--- config.mk ---
export PLATFORM = sky130hd
export DESIGN_NAME = linear_color_fade
export DESIGN_NICKNAME = d
export VERILOG_FILES = /design/src/rtl/lcf_pkg.sv /design/src/rtl/lcf_lane.sv /design/src/rtl/linear_color_fade.sv
export SDC_FILE = /design/constraint.sdc
export NUM_CORES = 2
export LEC_CHECK = 0
export BUFFER_PORTS_ARGS = -buffer_cell sky130_fd_sc_hd__buf_4
export CELL_PAD_IN_SITES_DETAIL_PLACEMENT = 1
export CELL_PAD_IN_SITES_GLOBAL_PLACEMENT = 2
export CORE_MARGIN = 4
export CORE_UTILIZATION = 30
export CTS_CLUSTER_DIAMETER = 100
export CTS_CLUSTER_SIZE = 8
export DETAILED_ROUTE_END_ITERATION = 10
export GPL_ROUTABILITY_DRIVEN = 0
export PLACE_DENSITY_LB_ADDON = 0.1
export SYNTH_ARGS = -nofsm -noshare
export SYNTH_HDL_FRONTEND = slang
export SYNTH_SLANG_ARGS = --single-unit
--- constraint.sdc ---
create_clock -name i_clk -period 11.8 [get_ports i_clk]
set_input_delay 1.77 -clock i_clk [delete_from_list [all_inputs] [get_ports i_clk]]
set_output_delay 1.77 -clock i_clk [all_outputs]
set_load 0.02 [all_outputs]
--- src/rtl/lcf_pkg.sv ---
// Shared constants for the linear color fade: channel count, command codes and register map.
package lcf_pkg;

    localparam int NUM_CH = 6;
    localparam int DATA_W = 32;
    localparam int ADDR_W = 5;
    localparam int IDX_W  = 3;

    localparam logic CMD_START = 1'b0;
    localparam logic CMD_TICK  = 1'b1;

    localparam logic [IDX_W-1:0] REG_TARGET_PRIM_RED   = 3'd0;
    localparam logic [IDX_W-1:0] REG_TARGET_PRIM_GREEN = 3'd1;
    localparam logic [IDX_W-1:0] REG_TARGET_PRIM_BLUE  = 3'd2;
    localparam logic [IDX_W-1:0] REG_TARGET_ENV_RED    = 3'd3;
    localparam logic [IDX_W-1:0] REG_TARGET_ENV_GREEN  = 3'd4;
    localparam logic [IDX_W-1:0] REG_TARGET_ENV_BLUE   = 3'd5;
    localparam logic [IDX_W-1:0] REG_FADE_TICKS        = 3'd6;

endpackage

--- src/rtl/lcf_lane.sv ---
// One blend lane: scales the color difference by the elapsed count and divides bit-serially.
module lcf_lane #(
    parameter int COLOR_BITS = 8,
    parameter int TICK_BITS  = 12
) (
    input  logic                  i_clk,
    input  logic                  i_rst_n,
    input  logic                  i_go,
    input  logic [COLOR_BITS-1:0] i_from,
    input  logic [COLOR_BITS-1:0] i_to,
    input  logic [TICK_BITS-1:0]  i_num,
    input  logic [TICK_BITS-1:0]  i_den,
    output logic                  o_done,
    output logic [COLOR_BITS-1:0] o_color
);

    localparam int DIFF_W = COLOR_BITS + 1;
    localparam int DIV_W  = COLOR_BITS + TICK_BITS;
    localparam int CNT_W  = $clog2(DIV_W + 1);

    logic signed [DIFF_W-1:0] diff;
    logic        [COLOR_BITS-1:0] diff_abs;
    logic        [DIV_W-1:0]  product;
    logic        [TICK_BITS:0] rem_shift;
    logic                     rem_ge;

    logic                     r_busy;
    logic                     r_done;
    logic [CNT_W-1:0]         r_cnt;
    logic [DIV_W-1:0]         r_quo;
    logic [TICK_BITS-1:0]     r_rem;
    logic [TICK_BITS-1:0]     r_den;
    logic [COLOR_BITS-1:0]    r_from;
    logic                     r_neg;

    always_comb begin
        diff     = $signed({1'b0, i_to}) - $signed({1'b0, i_from});
        diff_abs = diff[DIFF_W-1] ? COLOR_BITS'(-diff) : COLOR_BITS'(diff);
        product  = DIV_W'(diff_abs) * DIV_W'(i_num);
        rem_shift = {r_rem, r_quo[DIV_W-1]};
        rem_ge    = rem_shift >= {1'b0, r_den};
    end

    always_ff @(posedge i_clk) begin
        if (!i_rst_n) begin
            r_busy <= 1'b0;
            r_done <= 1'b0;
            r_cnt  <= '0;
        end else begin
            r_done <= 1'b0;
            if (i_go) begin
                r_busy <= 1'b1;
                r_cnt  <= CNT_W'(DIV_W);
            end else if (r_busy) begin
                r_cnt <= r_cnt - 1'b1;
                if (r_cnt == CNT_W'(1)) begin
                    r_busy <= 1'b0;
                    r_done <= 1'b1;
                end
            end
        end
    end

    always_ff @(posedge i_clk) begin
        if (i_go) begin
            r_quo  <= product;
            r_rem  <= '0;
            r_den  <= i_den;
            r_from <= i_from;
            r_neg  <= diff[DIFF_W-1];
        end else if (r_busy) begin
            r_rem <= rem_ge ? TICK_BITS'(rem_shift - {1'b0, r_den})
                            : rem_shift[TICK_BITS-1:0];
            r_quo <= {r_quo[DIV_W-2:0], rem_ge};
        end
    end

    assign o_done  = r_done;
    assign o_color = r_neg ? (r_from - r_quo[COLOR_BITS-1:0])
                           : (r_from + r_quo[COLOR_BITS-1:0]);

endmodule

--- src/rtl/linear_color_fade.sv ---
// Top level of the six-channel linear color fade with its register port and output stage.
// A fade step is computed by the bit-serial divider in each of the six lanes,
// which run side by side.
// A held or zero-length fade skips the lanes and emits the target colors as its result.
// One item is in flight at a time; the next is taken the cycle after the result is registered.
// Synchronous active-low reset clears the registers, start colors, tick count and output valid.
module linear_color_fade #(
    parameter int COLOR_BITS = 8,
    parameter int TICK_BITS  = 12
) (
    input  logic                          i_clk,
    input  logic                          i_rst_n,
    input  logic                          psel,
    input  logic                          penable,
    input  logic                          pwrite,
    input  logic [lcf_pkg::ADDR_W-1:0]    paddr,
    input  logic [lcf_pkg::DATA_W-1:0]    pwdata,
    output logic [lcf_pkg::DATA_W-1:0]    prdata,
    output logic                          pready,
    input  logic                          i_in_valid,
    output logic                          o_in_stall,
    input  logic                          i_command,
    input  logic [COLOR_BITS-1:0]         i_now_prim_red,
    input  logic [COLOR_BITS-1:0]         i_now_prim_green,
    input  logic [COLOR_BITS-1:0]         i_now_prim_blue,
    input  logic [COLOR_BITS-1:0]         i_now_env_red,
    input  logic [COLOR_BITS-1:0]         i_now_env_green,
    input  logic [COLOR_BITS-1:0]         i_now_env_blue,
    output logic                          o_out_valid,
    input  logic                          i_out_stall,
    output logic [COLOR_BITS-1:0]         o_out_prim_red,
    output logic [COLOR_BITS-1:0]         o_out_prim_green,
    output logic [COLOR_BITS-1:0]         o_out_prim_blue,
    output logic [COLOR_BITS-1:0]         o_out_env_red,
    output logic [COLOR_BITS-1:0]         o_out_env_green,
    output logic [COLOR_BITS-1:0]         o_out_env_blue,
    output logic                          o_fade_done
);

    typedef enum logic [1:0] {
        S_IDLE,
        S_CALC,
        S_EMIT
    } t_state;

    t_state                   r_state;
    logic [COLOR_BITS-1:0]    r_target    [lcf_pkg::NUM_CH];
    logic [TICK_BITS-1:0]     r_fade_ticks;
    logic [COLOR_BITS-1:0]    r_start     [lcf_pkg::NUM_CH];
    logic [TICK_BITS-1:0]     r_elapsed;
    logic                     r_hold;
    logic                     r_done;
    logic                     r_lane_go;
    logic                     r_out_valid;
    logic                     r_out_done;
    logic [COLOR_BITS-1:0]    r_out_color [lcf_pkg::NUM_CH];

    logic [COLOR_BITS-1:0]    now_color   [lcf_pkg::NUM_CH];
    logic [COLOR_BITS-1:0]    lane_color  [lcf_pkg::NUM_CH];
    logic [lcf_pkg::NUM_CH-1:0] lane_done;
    logic [lcf_pkg::IDX_W-1:0]  reg_idx;
    logic                     cfg_write;
    logic [TICK_BITS-1:0]     elapsed_base;
    logic [TICK_BITS-1:0]     elapsed_inc;
    logic                     hold;
    logic                     out_free;

    assign now_color[0] = i_now_prim_red;
    assign now_color[1] = i_now_prim_green;
    assign now_color[2] = i_now_prim_blue;
    assign now_color[3] = i_now_env_red;
    assign now_color[4] = i_now_env_green;
    assign now_color[5] = i_now_env_blue;

    assign reg_idx   = paddr[lcf_pkg::ADDR_W-1:2];
    assign cfg_write = psel && penable && pwrite;
    assign pready    = 1'b1;

    always_ff @(posedge i_clk) begin
        if (!i_rst_n) begin
            for (int i = 0; i < lcf_pkg::NUM_CH; i++) begin
                r_target[i] <= '0;
            end
            r_fade_ticks <= '0;
        end else if (cfg_write) begin
            if (reg_idx <= lcf_pkg::REG_TARGET_ENV_BLUE) begin
                r_target[reg_idx] <= pwdata[COLOR_BITS-1:0];
            end else if (reg_idx == lcf_pkg::REG_FADE_TICKS) begin
                r_fade_ticks <= pwdata[TICK_BITS-1:0];
            end
        end
    end

    always_comb begin
        prdata = '0;
        if (reg_idx <= lcf_pkg::REG_TARGET_ENV_BLUE) begin
            prdata = {{(lcf_pkg::DATA_W-COLOR_BITS){1'b0}}, r_target[reg_idx]};
        end else if (reg_idx == lcf_pkg::REG_FADE_TICKS) begin
            prdata = {{(lcf_pkg::DATA_W-TICK_BITS){1'b0}}, r_fade_ticks};
        end
    end

    always_comb begin
        elapsed_base = (i_command == lcf_pkg::CMD_START) ? '0 : r_elapsed;
        hold         = (r_fade_ticks == '0) || (elapsed_base >= r_fade_ticks);
        elapsed_inc  = TICK_BITS'(elapsed_base + 1'b1);
        out_free     = !r_out_valid || !i_out_stall;
    end

    for (genvar g = 0; g < lcf_pkg::NUM_CH; g++) begin : g_lane
        lcf_lane #(
            .COLOR_BITS (COLOR_BITS),
            .TICK_BITS  (TICK_BITS)
        ) u_lane (
            .i_clk   (i_clk),
            .i_rst_n (i_rst_n),
            .i_go    (r_lane_go),
            .i_from  (r_start[g]),
            .i_to    (r_target[g]),
            .i_num   (r_elapsed),
            .i_den   (r_fade_ticks),
            .o_done  (lane_done[g]),
            .o_color (lane_color[g])
        );
    end

    always_ff @(posedge i_clk) begin
        if (!i_rst_n) begin
            r_state     <= S_IDLE;
            r_lane_go   <= 1'b0;
            r_out_valid <= 1'b0;
            r_elapsed   <= '0;
            for (int i = 0; i < lcf_pkg::NUM_CH; i++) begin
                r_start[i] <= '0;
            end
        end else begin
            r_lane_go <= 1'b0;
            if (r_out_valid && !i_out_stall && (r_state != S_EMIT)) begin
                r_out_valid <= 1'b0;
            end
            unique case (r_state)
                S_IDLE: begin
                    if (i_in_valid) begin
                        if (i_command == lcf_pkg::CMD_START) begin
                            for (int i = 0; i < lcf_pkg::NUM_CH; i++) begin
                                r_start[i] <= now_color[i];
                            end
                        end
                        if (hold) begin
                            r_elapsed <= elapsed_base;
                            r_hold    <= 1'b1;
                            r_done    <= 1'b1;
                            r_state   <= S_EMIT;
                        end else begin
                            r_elapsed <= elapsed_inc;
                            r_hold    <= 1'b0;
                            r_done    <= (elapsed_inc == r_fade_ticks);
                            r_lane_go <= 1'b1;
                            r_state   <= S_CALC;
                        end
                    end
                end
                S_CALC: begin
                    if (&lane_done) begin
                        r_state <= S_EMIT;
                    end
                end
                S_EMIT: begin
                    if (out_free) begin
                        for (int i = 0; i < lcf_pkg::NUM_CH; i++) begin
                            r_out_color[i] <= r_hold ? r_target[i] : lane_color[i];
                        end
                        r_out_done  <= r_done;
                        r_out_valid <= 1'b1;
                        r_state     <= S_IDLE;
                    end
                end
                default: begin
                    r_state <= S_IDLE;
                end
            endcase
        end
    end

    assign o_in_stall       = (r_state != S_IDLE);
    assign o_out_valid      = r_out_valid;
    assign o_out_prim_red   = r_out_color[0];
    assign o_out_prim_green = r_out_color[1];
    assign o_out_prim_blue  = r_out_color[2];
    assign o_out_env_red    = r_out_color[3];
    assign o_out_env_green  = r_out_color[4];
    assign o_out_env_blue   = r_out_color[5];
    assign o_fade_done      = r_out_done;

endmodule

# --- After elaboration in Yosys (flattened, before gate mapping) ---
# Memory sizes are Yosys's and may differ from the RTL's.
# Index checks and enable logic that the tools add are counted.
word_totals:
  mem_count: 3
  elab_cells: 279
  input_bits: 93
  ff_bits: 331
  ram_bits: 144
mem_list:
  columns: ["memory", "depth", "width", "rd", "rd_ports_with_merged_regs", "write_ports", "line_no", "text"]
  rows:
  - ["r_out_color", 6, 8, 6, 0, 6, "linear_color_fade.sv:56", "logic [COLOR_BITS-1:0] r_out_color [lcf_pkg::NUM_CH];"]
  - ["r_start", 6, 8, 6, 0, 6, "linear_color_fade.sv:49", "logic [COLOR_BITS-1:0] r_start [lcf_pkg::NUM_CH];"]
  - ["r_target", 6, 8, 7, 0, 6, "linear_color_fade.sv:47", "logic [COLOR_BITS-1:0] r_target [lcf_pkg::NUM_CH];"]
op_classes:
  multipliers: 6
  n_bitwise: 14
  n_eq_ne: 14
  magnitude_cmp: 8
  n_reduce_logical: 31
  mux: 109
  addsub: 37
ops:
  columns: ["op", "n"]
  rows:
  - ["$mux 20", 12]
  - ["$mux 8", 25]
  - ["$mul 8x12->20", 6]
  - ["$mux 12", 10]
  - ["$ge 13x12->1", 6]
  - ["$sub 12x12->12", 6]
  - ["$mux 5", 12]
  - ["$sub 8x8->9", 6]
  - ["$add 8x8->8", 6]
  - ["$neg 8->8", 6]
  - ["$sub 8x8->8", 6]
  - ["$mux 1", 44]
  - ["$eq 5x1->1 const B", 6]
  - ["$sub 5x1->5 const B", 6]
  - ["$reduce_or 3->1", 6]
  - ["$reduce_bool 2->1", 7]
  - ["$add 12x1->12 const B", 1]
  - ["$eq 12x12->1", 1]
  - ["$ge 12x12->1", 1]
  - ["$logic_not 12->1", 1]
  - ["$reduce_and 3->1", 4]
  - ["$mux 2", 4]
  - ["$ne 2x2->1 const B", 4]
  - ["$not 1->1", 8]
  - ["15 further kinds", 25]

# --- Depth between registers and ports, before layout ---
depth:
  depth_word: 7
  depth_mapped: 30

# --- Modules after synthesis ---
# A second synthesis with hierarchy kept.
hier_totals:
  hier_cells: 5346
  hier_area_um2: 50871.3
modules_own_cells:
  columns: ["mod", "n_inst", "cells_per_inst", "area_per_inst_um2", "seq_area_each_um2"]
  rows:
  - ["lcf_lane (g_lane[0].u_lane ...)", 3, 785, 7146.9, 1611.5]
  - ["linear_color_fade", 1, 717, 8480.6, 4974.8]
  - ["lcf_lane (g_lane[3].u_lane)", 1, 785, 7128.1, 1611.5]
  - ["lcf_lane (g_lane[5].u_lane)", 1, 757, 6976.7, 1611.5]
  - ["lcf_lane (g_lane[4].u_lane)", 1, 732, 6845.3, 1611.5]

# --- Worst setup path before layout ---
# Ideal clock, no wire load.
synth_timing:
  path_type: "register to register"
  start: "memory r_target[1][0]"
  end: "register g_lane[1].u_lane.r_quo[17], data pin"
  path_stages_with_launch: 28
  t_required_ns: 11.544
  arrival_ns: 6.484
  path_buffers: 1
  setup_slack_ns: 5.060
  cell_sequence: "edfxtp_1 -> inv_1 -> ha_1 -> inv_1 -> fa_1 -> a21o_1 -> a21oi_1 -> o21ai_0 -> a21o_1 -> a21o_1 -> nor2_1 -> xnor2_1 -> clkbuf_1 -> nor2b_1 -> fa_1 -> inv_1 -> fa_1 -> fa_1 -> fa_1 -> inv_1 -> ha_1 -> a21o_1 -> a21o_1 -> a21oi_1 -> a21oi_1 -> a211o_1 -> a311o_1 -> a41o_1"
synth_lines:
  columns: ["element", "line_no", "text"]
  rows:
  - ["from (decl)", "linear_color_fade.sv:47", null]
  - ["to (signal assigned)", "lcf_lane.sv:66", "r_quo <= product;"]
  - ["to (signal assigned)", "lcf_lane.sv:74", "r_quo <= {r_quo[DIV_W-2:0], rem_ge};"]
  - ["to (decl)", "lcf_lane.sv:30", "logic [DIV_W-1:0] r_quo;"]

==> reports/qor.csv <==
stage,metric,value,unit
outcome,outcome,completed,
yosys,async_flop_share,0,%
job,max_cap_viol_count,0,
detailed_routing,route.detailed.drc,0,
die,die_h,404,µm
timing,fin_tns_setup,0,ns
die,ioPinCount,177,
timing,slew_viol_final,0,
critical_path,cp_max_fo,12,
critical_path,path_class,reg2reg,
layout,nets,6019,
clock_tree,cts_made_buffers,71,
yosys,synth_edf_count,333,
timing,hold_viol_final,0,
global_route,track_usage,17.7,%
detailed_routing,drtIter0Drc,1335,
power,p_leak,0.0227,µW
critical_path,crit_start,r_target[2][0]$_SDFFCE_PN0P_,
yosys,synth_common_cells,"inv_1, ha_1, fa_1, nand2_1, edfxtp_1",
global_route,grt_start_max_net_pins,70,
power,p_per_area,99.2,mW/mm²
timing,finalSetupViolations,0,
yosys,synth-seq-cells,475,
detailed_routing,first_pass_iters,5,
critical_path,endpoint_kind,register,
timing,max_freq,123,MHz
clock_tree,postCtsSetupBuffers,0,
critical_path,start_kind,register,
yosys,synth_ff_type,edfxtp_1,
die,die_x,404,µm
yosys,syn_inst,5058,
die,initial_core_util,30.2,%
clock_tree,cts_root_buf,clkbuf_16,
clock_tree,ctsHtreeMaxLevel,3,
yosys,netlist.top_cell.by_area,edfxtp_1,
die,core_area,0.156,mm²
critical_path,cp.arrival,8.59,ns
clock_tree,clk_pin_slew,0.06,ns
global_route,grt_pass1_wl,225000,µm
layout,area.growth.synth_to_final,11.1,%
global_route,grt_overflow,0,
worst_hold_path,hold_start,r_start[2][5]$_SDFFCE_PN0P_,
detailed_routing,vias_per_cell,4.85,
timing,timing.final.crit_share,69.1,%
detailed_routing,wirelength,143000,µm
layout,drive_above_1_share,7.99,%
die,dieArea,0.164,mm²
timing,rsz0062_at_grt,false,
detailed_routing,num_vias,34896,
worst_hold_path,min_path_type,reg2reg,
die,rows,145,
yosys,syn_area,0.0471,mm²
global_route,antenna_found_initial,7,
clock_tree,clock-sinks,475,
yosys,netlist_top_cells_area,"edfxtp_1, fa_1, ha_1, dfxtp_1, inv_1",
timing,tightest_slew,1.16,ns
clock_tree,cts_buffer_depth,3,
timing,fin_skew,0.0196,ns
placement,place_hpwl,109000,µm
timing,setup_ws,3.64,ns
critical_path,timing.rr.start,r_target[2][0]$_SDFFCE_PN0P_,
placement,port_buffers,133,
clock_tree,cts_tree,done,
timing,relSlewSlack,22.7,%
yosys,yosysSeqAreaShare,27.2,%
yosys,yosysWarnings,0,
detailed_routing,ant_nets,0,
placement,place_ws,3.57,ns
detailed_routing,wl_per_cell,19.9,µm
timing,fin_crit,8.16,ns
yosys,post-synth-top-count-cell,inv_1,
yosys,synth_cell_types,84,
clock_tree,hold_buffers,0,
global_route,grt_pass1_vias,37976,
yosys,syn_avg_cell_area,9.32,µm²
clock_tree,clkLatencyLatePin,0.68,ns
clock_tree,cts_resized,0,
yosys,yosys.area.top_type_share,21.2,%
power,max-vdd-ir-drop,0.108,mV
critical_path,cp.required,12.23,ns
==> power by group <==
group / total [µW] / leakage (µW) / internal (µW) / switching, µW
clock: 1980 / 0.000978 / 1120 / 863
combinational: 1320 / 0.0174 / 488 / 827
sequential: 1890 / 0.00428 / 1840 / 52.3
total: 5190 / 0.0227 / 3450 / 1740
==> cell families after synthesis <==
family                     synth area share, %
muxes                                     3.56
DFF                                       27.2
AOI/OAI and AO/OA                         11.5
buffers and inverters                     7.83
other                                   0.0159
and+or+nand+nor                           16.9
xor gates and xnor gates                  5.31
adders and majority gates                 27.7
==> registers in the layout, summed over array words and instances (netlist names), 2 cells and up <==
register / flops
r_target: 48
r_state: 2
g_lane.u_lane.r_neg: 6
g_lane.u_lane.r_den: 12
g_lane.u_lane.o_done: 6
g_lane.u_lane.r_quo: 120
g_lane.u_lane.r_busy: 6
r_out_color: 48
g_lane.u_lane.r_rem: 72
r_start: 48
r_fade_ticks: 12
r_elapsed: 12
g_lane.u_lane.r_cnt: 30
g_lane.u_lane.r_from: 48
==> cell usage in the layout, fill, tap and decap left out, drive strengths merged, types with 214 or more instances in the layout <==
cell / instances
nor2: 297
ha: 439
edfxtp: 333
xnor2: 226
a21oi: 226
inv: 715
and2: 299
nand2: 371
nor2b: 214
fa: 378
==> final cells by class <==
class / instances / area (µm²)
Antenna cell: 1 / 2.50
Clock buffer: 97 / 1910
Clock inverter: 10 / 110
Fill cell: 17910 / 104000
Inverter: 713 / 2680
Multi-Input combinational cell: 3649 / 30700
Sequential cell: 475 / 12900
Tap cell: 2058 / 2570
Timing Repair Buffer: 199 / 1490
==> metrics by stage <==
stage | instances | util, % | power, µW | hold slack (ns) | cell area (µm²)
after floorplan | 5077 | - | 2800 | 0.400 | 47200
after global placement | 7094 | 32.2 | 3270 | 0.434 | 50400
after detailed placement | 7094 | 32.2 | 3270 | 0.438 | 50400
after CTS | 7201 | 33.5 | 5330 | 0.453 | 52400
after global routing | 7201 | 33.5 | 5490 | 0.467 | 52400
final | 7202 | 33.5 | 5190 | 0.447 | 52400
==> worst paths after layout <==
path         cells past startpoint  slack, ns                              endpoint
min reg2reg                      0       0.45  g_lane[2].u_lane.r_from[5]$_DFFE_PP_
min                              0       0.45  g_lane[2].u_lane.r_from[5]$_DFFE_PP_
max reg2reg                     26       3.64  g_lane[2].u_lane.r_quo[19]$_DFFE_PP_
max                             26       3.64  g_lane[2].u_lane.r_quo[19]$_DFFE_PP_
==> layer usage <==
layer	vias up	wire length, µm	track usage (%)
li1	16850	-	-
met1	17564	64600	22.4
met2	328	72100	31.9
met3	154	3390	2.10
met4	0	3270	4.35
met5	-	0	0
==> critical path, stage by stage, from the launching register on <==
cell and delay [ns]:
edfxtp_1 0.50, inv_1 0.10, ha_1 0.17, inv_1 0.06
fa_1 0.41, a21o_1 0.19, a21oi_2 0.21, o21ai_1 0.11
a21o_1 0.18, a21oi_2 0.34, o21ai_1 0.15, xor2_1 0.92
nor2b_1 0.17, fa_1 0.49, fa_1 0.55, inv_1 0.05
fa_1 0.47, fa_1 0.55, inv_1 0.04, ha_1 0.34
o21ai_0 0.13, nand2b_1 0.16, a21oi_1 0.13, o31ai_1 0.73
o221ai_1 0.32, xnor2_1 0.19, mux2_2 0.26
No activity file was read; power rests on OpenSTA's default activity.
